## config.mk

```make
export PLATFORM = sky130hd
export DESIGN_NAME = limit_switch_motor_sequencer
export DESIGN_NICKNAME = d
export VERILOG_FILES = /design/src/lsms_pkg.sv /design/src/limit_switch_motor_sequencer.sv /design/src/lsms_in_stage.sv /design/src/lsms_seq.sv
export SDC_FILE = /design/constraint.sdc
export NUM_CORES = 1
export LEC_CHECK = 0
export ABC_AREA = 1
export BUFFER_PORTS_ARGS = -buffer_cell sky130_fd_sc_hd__clkbuf_2
export CAP_MARGIN = 15
export CORE_AREA = 2 2 88 90
export DETAILED_ROUTE_END_ITERATION = 8
export DIE_AREA = 0 0 90 92
export PLACE_DENSITY_LB_ADDON = 0.3
export SLEW_MARGIN = 20
export SYNTH_ARGS = -nofsm -noshare
export SYNTH_HDL_FRONTEND = slang
export SYNTH_SLANG_ARGS = --single-unit
export TNS_END_PERCENT = 100
```

## constraint.sdc

```tcl
create_clock -name clk -period 1.9 [get_ports clk]
set_input_delay 0.095 -clock clk [delete_from_list [all_inputs] [get_ports clk]]
set_output_delay 0.095 -clock clk [all_outputs]
set_load 0.005 [all_outputs]
```

## src/lsms_pkg.sv

```systemverilog
`timescale 1ns / 1ps

package lsms_pkg;

  localparam logic [1:0] KIND_START  = 2'd0;
  localparam logic [1:0] KIND_TICK   = 2'd1;
  localparam logic [1:0] KIND_CANCEL = 2'd2;

  localparam logic [1:0] DRV_STOP = 2'd0;
  localparam logic [1:0] DRV_CW   = 2'd1;
  localparam logic [1:0] DRV_CCW  = 2'd2;

  localparam logic [1:0] RSP_NONE = 2'd0;
  localparam logic [1:0] RSP_OK   = 2'd1;
  localparam logic [1:0] RSP_ERR  = 2'd2;
  localparam logic [1:0] RSP_ID   = 2'd3;

  localparam logic [4:0] C_ECS    = 5'd0;
  localparam logic [4:0] C_LAM    = 5'd1;
  localparam logic [4:0] C_LAS    = 5'd2;
  localparam logic [4:0] C_SSECW  = 5'd3;
  localparam logic [4:0] C_SSECCW = 5'd4;
  localparam logic [4:0] C_SSE    = 5'd5;
  localparam logic [4:0] C_SSFCW  = 5'd6;
  localparam logic [4:0] C_SSFCCW = 5'd7;
  localparam logic [4:0] C_SSF    = 5'd8;
  localparam logic [4:0] C_UPT    = 5'd9;
  localparam logic [4:0] C_LPB    = 5'd10;
  localparam logic [4:0] C_WPP    = 5'd11;
  localparam logic [4:0] C_TES1SP = 5'd12;
  localparam logic [4:0] C_TESCP  = 5'd13;
  localparam logic [4:0] C_WPC    = 5'd14;
  localparam logic [4:0] C_TWSCP  = 5'd15;
  localparam logic [4:0] C_TSPPE  = 5'd16;
  localparam logic [4:0] C_PUSHBR = 5'd17;
  localparam logic [4:0] C_PULLBR = 5'd18;

  localparam int SW_D1 = 0;
  localparam int SW_D2 = 1;
  localparam int SW_E1 = 2;
  localparam int SW_E2 = 3;
  localparam int SW_E3 = 4;
  localparam int SW_E4 = 5;
  localparam int SW_F1 = 6;
  localparam int SW_F3 = 8;
  localparam int SW_F4 = 9;

  typedef struct packed {
    logic [1:0] kind;
    logic [4:0] command_code;
    logic [9:0] switch_levels;
  } item_t;

  typedef struct packed {
    logic [1:0] drive_d;
    logic [1:0] drive_e;
    logic [1:0] drive_f;
    logic [1:0] drive_t;
    logic [1:0] response;
    logic       busy_res;
  } result_t;

endpackage

```

## src/limit_switch_motor_sequencer.sv

```systemverilog
`timescale 1ns / 1ps
// Channel   Valid         Stall         Payload
// item      item_valid    item_stall    item   (kind, command_code, switch_levels)
// result    result_valid  result_stall  result (drives, response, busy_res)
//
// One result per item, via the input register and then the result register.
// One item per cycle unless stalled; the sequencer state updates in the same
// edge that loads the result register, so the next item sees it.
// rst (synchronous) idles the sequencer and resets its drive state to stop.
// A stalled result holds the input register, which then stalls item.

module limit_switch_motor_sequencer (
  input  logic                 clk,
  input  logic                 rst,
  input  logic                 item_valid,
  output logic                 item_stall,
  input  lsms_pkg::item_t      item,
  output logic                 result_valid,
  input  logic                 result_stall,
  output lsms_pkg::result_t    result
);
  import lsms_pkg::*;

  logic    held_valid;
  item_t   held;
  logic    take;
  result_t res_next;

  assign take = held_valid && !(result_valid && result_stall);

  lsms_in_stage u_in (
    .clk        (clk),
    .rst        (rst),
    .item_valid (item_valid),
    .item_stall (item_stall),
    .item       (item),
    .held_valid (held_valid),
    .held       (held),
    .take       (take)
  );

  lsms_seq u_seq (
    .clk      (clk),
    .rst      (rst),
    .step     (take),
    .cur      (held),
    .res_next (res_next)
  );

  always_ff @(posedge clk) begin
    if (rst) begin
      result_valid <= 1'b0;
    end else if (take) begin
      result_valid <= 1'b1;
    end else if (!result_stall) begin
      result_valid <= 1'b0;
    end
  end

  always_ff @(posedge clk) begin
    if (take) begin
      result <= res_next;
    end
  end

endmodule

```

## src/lsms_in_stage.sv

```systemverilog
`timescale 1ns / 1ps

module lsms_in_stage (
  input  logic                 clk,
  input  logic                 rst,
  input  logic                 item_valid,
  output logic                 item_stall,
  input  lsms_pkg::item_t      item,
  output logic                 held_valid,
  output lsms_pkg::item_t      held,
  input  logic                 take
);
  import lsms_pkg::*;

  logic load;

  assign load       = item_valid && !item_stall;
  assign item_stall = held_valid && !take;

  always_ff @(posedge clk) begin
    if (rst) begin
      held_valid <= 1'b0;
    end else if (load) begin
      held_valid <= 1'b1;
    end else if (take) begin
      held_valid <= 1'b0;
    end
  end

  always_ff @(posedge clk) begin
    if (load) begin
      held <= item;
    end
  end

endmodule

```

## src/lsms_seq.sv

```systemverilog
`timescale 1ns / 1ps

module lsms_seq (
  input  logic                 clk,
  input  logic                 rst,
  input  logic                 step,
  input  lsms_pkg::item_t      cur,
  output lsms_pkg::result_t    res_next
);
  import lsms_pkg::*;

  logic [4:0] active_command, active_command_next;
  logic       phase_bit, phase_bit_next;
  logic       running, running_next;
  logic [1:0] drv_d, drv_e, drv_f, drv_t;
  logic [1:0] drv_d_next, drv_e_next, drv_f_next, drv_t_next;
  logic [1:0] rsp;
  logic [9:0] lo;

  assign lo = ~cur.switch_levels;

  always_comb begin
    active_command_next = active_command;
    phase_bit_next      = phase_bit;
    running_next        = running;
    drv_d_next          = drv_d;
    drv_e_next          = drv_e;
    drv_f_next          = drv_f;
    drv_t_next          = drv_t;
    rsp                 = RSP_NONE;
    case (cur.kind)
      KIND_START: begin
        if (running) begin
          rsp = RSP_ERR;
        end else begin
          active_command_next = cur.command_code;
          rsp = RSP_OK;
          case (cur.command_code)
            C_ECS:    rsp = RSP_ID;
            C_LAM:    rsp = RSP_OK;
            C_LAS:    rsp = RSP_OK;
            C_SSECW:  drv_e_next = DRV_CCW;
            C_SSECCW: drv_e_next = DRV_CW;
            C_SSE:    drv_e_next = DRV_STOP;
            C_SSFCW:  drv_f_next = DRV_CCW;
            C_SSFCCW: drv_f_next = DRV_CW;
            C_SSF:    drv_f_next = DRV_STOP;
            C_PUSHBR: drv_t_next = DRV_CCW;
            C_PULLBR: drv_t_next = DRV_CW;
            C_UPT: begin
              if (!lo[SW_D1]) begin
                drv_d_next = DRV_CCW; running_next = 1'b1; rsp = RSP_NONE;
              end
            end
            C_LPB: begin
              if (!lo[SW_D2]) begin
                drv_d_next = DRV_CW; running_next = 1'b1; rsp = RSP_NONE;
              end
            end
            C_WPP: begin
              if (!lo[SW_E1]) begin
                running_next = 1'b1; rsp = RSP_NONE;
              end
            end
            C_TES1SP: begin
              phase_bit_next = 1'b0; drv_e_next = DRV_CCW;
              running_next = 1'b1; rsp = RSP_NONE;
            end
            C_TESCP: begin
              phase_bit_next = 1'b0; drv_e_next = DRV_CCW; drv_f_next = DRV_CCW;
              running_next = 1'b1; rsp = RSP_NONE;
            end
            C_WPC: begin
              phase_bit_next = !lo[SW_F1];
              running_next = 1'b1; rsp = RSP_NONE;
            end
            C_TWSCP: begin
              if (!(lo[SW_E3] && lo[SW_F3])) begin
                drv_e_next = DRV_CW; drv_f_next = DRV_CW;
                running_next = 1'b1; rsp = RSP_NONE;
              end
            end
            C_TSPPE: begin
              if (!(lo[SW_E4] && lo[SW_F4])) begin
                if (!lo[SW_E4]) drv_e_next = DRV_CW;
                if (!lo[SW_F4]) drv_f_next = DRV_CCW;
                running_next = 1'b1; rsp = RSP_NONE;
              end
            end
            default: rsp = RSP_ERR;
          endcase
        end
      end
      KIND_TICK: begin
        if (running) begin
          case (active_command)
            C_TES1SP: begin
              if (!phase_bit) begin
                if (lo[SW_E2]) phase_bit_next = 1'b1;
              end else if (!lo[SW_E2]) begin
                drv_e_next = DRV_STOP; running_next = 1'b0; rsp = RSP_OK;
              end
            end
            C_TESCP: begin
              if (!phase_bit) begin
                if (lo[SW_F4]) phase_bit_next = 1'b1;
              end else if (!lo[SW_F4]) begin
                drv_e_next = DRV_STOP; drv_f_next = DRV_STOP;
                active_command_next = C_UPT; drv_d_next = DRV_CCW;
              end
            end
            C_UPT: begin
              if (lo[SW_D1]) begin
                drv_d_next = DRV_STOP; running_next = 1'b0; rsp = RSP_OK;
              end
            end
            C_LPB: begin
              if (lo[SW_D2]) begin
                drv_d_next = DRV_STOP; running_next = 1'b0; rsp = RSP_OK;
              end
            end
            C_WPP: begin
              if (lo[SW_E1]) begin
                running_next = 1'b0; rsp = RSP_OK;
              end
            end
            C_WPC: begin
              if (!phase_bit) begin
                if (!lo[SW_F1]) phase_bit_next = 1'b1;
              end else if (lo[SW_F1]) begin
                running_next = 1'b0; rsp = RSP_OK;
              end
            end
            C_TWSCP: begin
              if (lo[SW_E3] && lo[SW_F3]) begin
                drv_e_next = DRV_STOP; drv_f_next = DRV_STOP;
                running_next = 1'b0; rsp = RSP_OK;
              end
            end
            C_TSPPE: begin
              if (lo[SW_E4]) drv_e_next = DRV_STOP;
              if (lo[SW_F4]) drv_f_next = DRV_STOP;
              if (lo[SW_E4] && lo[SW_F4]) begin
                running_next = 1'b0; rsp = RSP_OK;
              end
            end
            default: begin
              running_next = 1'b0; rsp = RSP_ERR;
            end
          endcase
        end
      end
      KIND_CANCEL: begin
        if (!running) begin
          rsp = RSP_ERR;
        end else begin
          running_next = 1'b0;
          rsp = RSP_OK;
          case (active_command)
            C_TES1SP: drv_e_next = DRV_STOP;
            C_TESCP, C_TWSCP, C_TSPPE: begin
              drv_e_next = DRV_STOP; drv_f_next = DRV_STOP;
            end
            C_UPT, C_LPB: drv_d_next = DRV_STOP;
            C_WPP, C_WPC: rsp = RSP_OK;
            default: rsp = RSP_ERR;
          endcase
        end
      end
      default: rsp = RSP_NONE;
    endcase
  end

  always_comb begin
    res_next.drive_d  = drv_d_next;
    res_next.drive_e  = drv_e_next;
    res_next.drive_f  = drv_f_next;
    res_next.drive_t  = drv_t_next;
    res_next.response = rsp;
    res_next.busy_res = running_next;
  end

  always_ff @(posedge clk) begin
    if (rst) begin
      active_command <= C_ECS;
      phase_bit      <= 1'b0;
      running        <= 1'b0;
      drv_d          <= DRV_STOP;
      drv_e          <= DRV_STOP;
      drv_f          <= DRV_STOP;
      drv_t          <= DRV_STOP;
    end else if (step) begin
      active_command <= active_command_next;
      phase_bit      <= phase_bit_next;
      running        <= running_next;
      drv_d          <= drv_d_next;
      drv_e          <= drv_e_next;
      drv_f          <= drv_f_next;
      drv_t          <= drv_t_next;
    end
  end

endmodule

```

* Yosys cells after proc, flatten, opt, wreduce, memory -nomap -nowiden
Cells that the tools add are included.
** Operators by class
- Add/subtract/negate cells :: 0
- Multiply operators :: 0
- Divide/modulo/power cells :: 0
- Order comparisons :: 0
- Equality and inequality tests :: 36
- Shift-type cells :: 0
- Multiplexer cells :: 95
- Bitwise operators :: 1
- Reduce and logical (&&, ||, !) cells :: 25
** Operators with widths (count)
- 2-bit 2-to-1 mux :: 42
- 5-bit by 4-bit == test with 1-bit output, second input constant :: 15
- 2-bit one-hot mux with 3 select lines :: 6
- 2-bit one-hot mux with 8 select lines :: 2
- 1-bit 2-to-1 mux :: 28
- 5-bit 2-to-1 mux :: 5
- 5-bit by 3-bit == test with 1-bit output, second input constant :: 4
- 5-bit == test, second input constant :: 4
- 2-bit one-hot mux with 5 select lines :: 2
- 5-bit by 2-bit == test with 1-bit output, second input constant :: 2
- 10-bit NOT :: 1
- 5-bit one-hot mux with 2 select lines :: 1
- 10-bit OR reduction :: 1
- 3-bit OR reduction :: 3
- 2-bit by 1-bit != test with 1-bit output, second input constant :: 4
- 1-bit one-hot mux with 8 select lines :: 1
- 2-bit one-hot mux with 2 select lines :: 2
- 2-bit one-hot mux with 4 select lines :: 1
- 8-bit OR reduction :: 1
- 7-bit AND reduction :: 1
- 1-bit logical AND :: 6
- 1-bit one-hot mux with 3 select lines :: 2
- 1-bit one-hot mux with 6 select lines :: 1
- 6-bit AND reduction :: 1
- 13 further kinds :: 21
** Word-level totals
- Flip-flop bits (word level) :: 45
- Bits in latches :: 0
- Memory bits (writable) :: 0
- Bits in read-only memories :: 0
- Input bits :: 21
- Output and inout port bits :: 13
- Word-level logic and storage cells :: 175
- Memories :: 0

* Longest topological paths before layout
Gate-level depths: netlist (run 1).
- Depth after elaboration :: 8
- Depth in mapped cells :: 14
- Depth with buffers taken out :: 14

* Hierarchy
Synthesis (run 1) repeated with hierarchy kept, for this count alone.
** Second synthesis, totals
- Cell total of the unflattened synthesis :: 372
- Area, all modules :: 2698.8 um^2
** Modules (own cells, without submodules)
- lsms_seq :: times used 1, cells each 332, area an instance 1770.4 um^2, seq. area each 300.3 um^2
- lsms_in_stage :: times used 1, cells each 24, area an instance 556.8 um^2, seq. area each 530.5 um^2
- limit_switch_motor_sequencer :: times used 1, cells each 16, area an instance 371.6 um^2, seq. area each 350.3 um^2

* Worst setup path before layout (run 1)
No wires, ideal clock.
- Path type :: register to register
- From :: register, netlist name u_in.held[10]
- To :: register result[6] in the netlist's numbering (data pin)
- Library setup time :: 0.254 ns
- Arrival time :: 1.266 ns
- Data required time :: 1.646 ns
- Setup slack :: 0.381 ns
- Stages on the path, launching flop included :: 13
- Buffers on the path :: 0
- Clock period less this slack :: 1.519 ns
- Path through :: edfxtp_1 > inv_2 > nand2_1 > nor2_2 > nand2_1 > nand2_1 > inv_1 > nand2_2 > nand3_1 > nand2_1 > nand2_1 > nand2_1 > nand2_1
** RTL lines
- end signal: assignment :: line limit_switch_motor_sequencer.sv:62 : result <= res_next;
- end: declaration :: line limit_switch_motor_sequencer.sv:20 : output lsms_pkg::result_t result

==> flow_summary.json, run 1 <==
{
  "status": "finished, final reports clean",
  "via_count": 2540,
  "dp_hpwl_microns": 4936,
  "final_common_cell": "nand2_1",
  "grt_pass1_wl_microns": 10780,
  "die_h_microns": 92,
  "synth.avg_cell_area_sq_um": 7.256,
  "fin_crit_sh_pct": 93.22,
  "viasPerCell": 4.857,
  "hold_violations": 0,
  "overflow": 0,
  "hold_start": "item_valid",
  "diodes": 0,
  "core_sq_mm": 0.007447,
  "critical_path_class": "flip-flop to flip-flop",
  "cts_buffer_depth": 2,
  "total_leakage_power_uw": 0.001490,
  "tightest_slew_ns": 0.4280,
  "ios": 34,
  "final_cell_mix": "90 x nand2_1, 57 x inv_1, 33 x nor2_1",
  "io_buffers": 32,
  "drc": 0,
  "ant_nets": 0,
  "reg2reg_slack_ns": 0.13,
  "skew_ns": 0.004290,
  "cts_max_level": 2,
  "end_kind": "flip-flop",
  "reg2reg_to": "result[6]$_DFFE_PP_",
  "maxSlewHeadroom_pct": 71.43,
  "power_density_mw_per_mm2": 638.3,
  "drv_cap": 0,
  "synth_edf_count": 27,
  "power.total_uw": 2055,
  "irDropWorstVdd_mv": 0.2806,
  "ys_ff_latch": 44,
  "critPathLaunchType": "flip-flop",
  "cp.arrival_ns": 1.83,
  "async_flop_share_pct": 0,
  "synth.distinct_cells": 32,
  "die_x_microns": 90,
  "cts.sinks": 44,
  "gp_congestion": 0.9439,
  "fmax_mhz": 564.6,
  "drive_gt1_share_pct": 17.34,
  "cts_made_buffers": 5,
  "grt_util_all_layers_pct": 16.10,
  "wl_microns": 6359,
  "num_rows": 32,
  "wl_per_cell_microns": 12.16,
  "synthCells": 363,
  "fill_cells": 780,
  "reg2regPathDepth": 12,
  "crit_path_max_fanout": 5,
  "yosysWarnings": 0,
  "drtIter0Drc": 176,
  "cts.clk_slew.worst_paths_ns": 0.08,
  "syn_nets": 384,
  "antenna_found_initial": 0,
  "setup_viol": 0,
  "hold_end": "u_in.held_valid$_SDFFE_PP0P_",
  "nets": 441,
  "syn_to_final_growth_pct": 22.23,
  "crit_required_ns": 1.96,
  "grt_pass1_vias": 2265,
  "r2r-start": "u_in.held[10]$_DFFE_PP_",
  "cts_root_buf": "clkbuf_8",
  "place_ws_ns": 0.1382,
  "hp-class": "primary input to flip-flop",
  "final_core_util_pct": 43.23,
  "clock_latency_ns": 0.30,
  "maxSlewViolCount": 0,
  "start_util_pct": 35.37,
  "syn-cell-area_sq_mm": 0.002634,
  "cts_tree": "yes",
  "dieArea_sq_mm": 0.008280,
  "yosysSeqAreaShare_pct": 43.71,
  "fin_ws_ns": 0.1289,
  "first_pass_iters": 4,
  "grt_max_degree": 21,
  "fin_tns_setup_ns": 0,
  "synth_top_flop_cell": "edfxtp_1",
  "min_period_ns": 1.771,
  "hold_depth": 3
}
==> where the power goes <==
part,leakage [uW],switching [uW],internal (uW)
clock network,0.0000445,327,296
logic,0.00104,188,124
registers,0.000401,45.5,1070
==> cell families (layout without fill, tap and decap cells) <==
kind of cell | after synthesis | count (layout) | share of synthesized area, %
and+or+nand+nor | 191 | 191 | 33.30
buffers and inverters | 68 | 126 | 10.12
AOI/OAI and AO/OA | 60 | 60 | 12.87
DFF | 44 | 44 | 43.71
==> cell type report <==
cell class | count | area, sq um | share of cell area, %
sequential | 44 | 1151 | 35.76
multi-input combinational | 251 | 1236 | 38.40
clock buffer | 7 | 86.33 | 2.682
clock inverter | 1 | 7.507 | 0.2332
tap | 102 | 127.6 | 3.964
timing repair buffer | 55 | 372.9 | 11.58
inverter | 63 | 237.7 | 7.384
==> metal layers <==
metal  track usage [%]  wire length [microns]  up-vias
li1                  -                      -     1308
met1             21.21                   2939     1155
met2             27.63                   3032       72
met3             2.794                    314        5
met4             3.846                     72        0
met5                 0                      0        -
==> sequential cells by signal, summed over array words and instances, names as in the netlist <==
| name | cells |
|---|---|
| result | 11 |
| result_valid | 1 |
| u_in.held | 16 |
| u_in.held_valid | 1 |
| u_seq.active_command | 5 |
| u_seq.drv_d | 2 |
| u_seq.drv_e | 2 |
| u_seq.drv_f | 2 |
| u_seq.drv_t | 2 |
| u_seq.phase_bit | 1 |
| u_seq.running | 1 |
==> worst max path at each step <==
| stage | startpoint | to | slack, ns | cells past startpoint |
|---|---|---|---|---|
| after floorplan | u_in.held[10]$_DFFE_PP_ | result[6]$_DFFE_PP_ | 0.38 | 12 |
| after global placement | u_in.held[11]$_DFFE_PP_ | result[2]$_DFFE_PP_ | 0.16 | 9 |
| after detailed placement | u_in.held[10]$_DFFE_PP_ | result[6]$_DFFE_PP_ | 0.14 | 12 |
| after CTS | u_in.held[10]$_DFFE_PP_ | result[6]$_DFFE_PP_ | 0.13 | 12 |
| after global routing | u_in.held[10]$_DFFE_PP_ | result[6]$_DFFE_PP_ | -0.006 | 12 |
| final | u_in.held[10]$_DFFE_PP_ | result[6]$_DFFE_PP_ | 0.13 | 12 |
==> cells in the mapped netlist, types with 2 or more instances <==
cell | number | share of area (%)
nand2_2 | 6 | 1.4
nand2_1 | 90 | 13
buf_4 | 2 | 0.57
edfxtp_1 | 27 | 31
nand3_2 | 2 | 0.76
nand4_1 | 14 | 3.3
buf_2 | 2 | 0.38
nor3_1 | 3 | 0.57
nand3_1 | 28 | 5.3
inv_1 | 57 | 8.1
nor2_2 | 6 | 1.4
inv_2 | 4 | 0.57
a31oi_1 | 4 | 0.95
o21ai_1 | 2 | 0.38
and2_1 | 2 | 0.47
o21ai_0 | 20 | 3.8
a211oi_1 | 3 | 0.86
a21oi_1 | 21 | 4.0
dfxtp_1 | 17 | 13
nor2_4 | 3 | 1.3
nor2_1 | 35 | 5.0
o211ai_1 | 5 | 1.4
==> repair_timing <==
action	in CTS	in global routing
hold buffers	16	0
gates resized for setup	0	5
setup buffers	0	1
setup endpoints to repair	0	4
hold endpoints to repair	16	0
==> critical path, stage by stage, from the launching register on <==
cell,delay (ns)
edfxtp_1,0.47
inv_2,0.13
nand2_1,0.08
nor2_2,0.17
nand2_1,0.10
nand2_1,0.11
inv_1,0.06
nand2_2,0.09
nand3_1,0.08
nand2_1,0.08
nand2_1,0.05
nand2_1,0.07
nand2_1,0.05
==> metrics by stage <==
| step | cells | hold WS (ns) | cell area (sq um) |
|---|---|---|---|
| floorplan | 363 | 0.1939 | 2634 |
| global placement | 498 | 0.2716 | 2938 |
| detailed placement | 498 | 0.2736 | 2938 |
| CTS | 522 | 0.04581 | 3192 |
| global route | 523 | 0.04127 | 3219 |
| finish | 523 | 0.05093 | 3219 |
Power figures use the tool's default switching activity.
==> run 2, diff against run 1 <==
--- a/config.mk
+++ b/config.mk
@@ -12,6 +12,7 @@
 export DETAILED_ROUTE_END_ITERATION = 8
 export DIE_AREA = 0 0 90 92
 export PLACE_DENSITY_LB_ADDON = 0.3
+export RECOVER_POWER = 25
 export SLEW_MARGIN = 20
 export SYNTH_ARGS = -nofsm -noshare
 export SYNTH_HDL_FRONTEND = slang
==> flow_summary.json, run 2 (same netlist as run 1, synthesis figures left out) <==
{
  "tightest_slew_ns": 0.4280,
  "fmax_mhz": 564.6,
  "p_sw_uw": 560.5,
  "cts_made_buffers": 5,
  "cts.clk_slew.worst_paths_ns": 0.08,
  "p_int_uw": 1494,
  "fill_cells": 778,
  "final_core_util_pct": 43.21,
  "core_sq_mm": 0.007447,
  "drc": 0,
  "seq_area_sq_mm": 0.001151,
  "cp.arrival_ns": 1.83,
  "critical_path_class": "flip-flop to flip-flop",
  "multi_input_area_sq_mm": 0.001236,
  "final_common_cell": "nand2_1",
  "maxSlewHeadroom_pct": 71.43,
  "syn_to_final_growth_pct": 22.19,
  "irDropWorstVdd_mv": 0.2806,
  "via_count": 2540,
  "die_h_microns": 92,
  "die_x_microns": 90,
  "cts_root_buf": "clkbuf_8",
  "maxSlewViolCount": 0,
  "grt_pass1_vias": 2265,
  "ios": 34,
  "largest_register_ffs": 16,
  "setup_viol": 0,
  "first_pass_iters": 4,
  "crit_required_ns": 1.96,
  "io_buffers": 32,
  "power.total_uw": 2055,
  "clock_latency_ns": 0.30,
  "end_kind": "flip-flop",
  "seqPwrFrac_pct": 54.5,
  "diodes": 0,
  "clkPwrFrac_pct": 30.3,
  "status": "finished, final reports clean",
  "nets": 441,
  "place_inst": 498,
  "start_util_pct": 35.37,
  "regMostFlops": "u_in.held",
  "drv_cap": 0,
  "total_leakage_power_uw": 0.001487,
  "ant_nets": 0,
  "comb_power_share_pct": 15.2,
  "critPathLaunchType": "flip-flop",
  "cts.sinks": 44,
  "grt_pass1_wl_microns": 10780,
  "dp_hpwl_microns": 4936,
  "fin_crit_sh_pct": 93.22,
  "grt_util_all_layers_pct": 16.10,
  "wl_microns": 6361,
  "p_sw_share_pct": 27.28,
  "cts_buffer_depth": 2,
  "cts_max_level": 2,
  "skew_ns": 0.004290,
  "final_cell_count_no_fill": 523,
  "grt_max_degree": 21,
  "wl_per_cell_microns": 12.16,
  "hold_violations": 0,
  "gp_congestion": 0.9439,
  "reg_top3": "u_in.held: 16 flops, result: 11 flops, u_seq.active_command: 5 flops",
  "drtIter0Drc": 176,
  "hp-class": "primary input to flip-flop",
  "dieArea_sq_mm": 0.008280,
  "cts_tree": "yes",
  "final_cell_mix": "90 x nand2_1, 57 x inv_1, 33 x nor2_1",
  "viasPerCell": 4.857,
  "overflow": 0,
  "drive_gt1_share_pct": 17.10,
  "crit_path_max_fanout": 5,
  "power_density_mw_per_mm2": 638.5,
  "min_period_ns": 1.771,
  "num_rows": 32,
  "antenna_found_initial": 0
}
==> run 2: cell types whose count changed in the layout (fill, tap and decap cells not counted) <==
cell      change
clkbuf_2      -1
clkbuf_1      +1
==> run 2: area by class of cell <==
type,count,share of cell area [%]
Clock buffer,7,2.683
Clock inverter,1,0.2333
Tap cell,102,3.966
Timing Repair Buffer,55,11.55
Sequential cell,44,35.77
Inverter,63,7.387
Multi-Input combinational cell,251,38.41
==> run 2: per-stage QoR <==
| step | worst slack, ns | hold slack (ns) | TNS [ns] | area, sq um |
|---|---|---|---|---|
| 5_1_grt | -0.006165 | 0.04127 | -0.01176 | 3218 |
| 3_3_place_gp | 0.1582 | 0.2716 | 0 | 2938 |
| 2_1_floorplan | 0.3806 | 0.1939 | 0 | 2634 |
| 6_report | 0.1289 | 0.05093 | 0 | 3218 |
| 3_5_place_dp | 0.1382 | 0.2736 | 0 | 2938 |
| 4_1_cts | 0.1303 | 0.04581 | 0 | 3192 |
==> run 2: power by group through the flow <==
stage                     sequential (uW)  clock, uW  combinational, uW
after floorplan                      1130          0                193
after global placement               1140          0                277
after detailed placement             1140          0                281
after CTS                            1120        639                307
after global routing                 1130        673                354
final                                1120        622                312
==> run 2: final timing paths <==
check                                     from                            to  slack [ns]  cells after the start
setup / recovery       u_in.held[10]$_DFFE_PP_           result[6]$_DFFE_PP_        0.13                     12
hold / removal                      item_valid  u_in.held_valid$_SDFFE_PP0P_        0.05                      3
setup reg to reg       u_in.held[10]$_DFFE_PP_           result[6]$_DFFE_PP_        0.13                     12
hold reg to reg   u_in.held_valid$_SDFFE_PP0P_     result_valid$_SDFFE_PP0P_        0.49                      2
==> run 2: per-layer routing <==
metal | vias up | GRT usage, % | part of all wire, %
met5 | - | 0 | 0
met4 | 0 | 3.846 | 1.1
met3 | 5 | 2.794 | 5.0
met2 | 72 | 27.63 | 48
met1 | 1155 | 21.21 | 46
li1 | 1308 | - | -
==> run 2: repair_timing <==
item / 4_1_cts / 5_1_grt
hold endpoints to repair: 16 / 0
resized for setup: 0 / 5
endpoints found under the setup margin: 0 / 4
hold buffers: 16 / 0
buffers inserted: 0 / 1
==> run 2: critical path, cell delays in order (launching register included) <==
cell and delay [ns]:
edfxtp_1 0.47, inv_2 0.13, nand2_1 0.08, nor2_2 0.17, nand2_1 0.10, nand2_1 0.11, inv_1 0.06, nand2_2 0.09
nand3_1 0.08, nand2_1 0.08, nand2_1 0.05, nand2_1 0.07, nand2_1 0.05
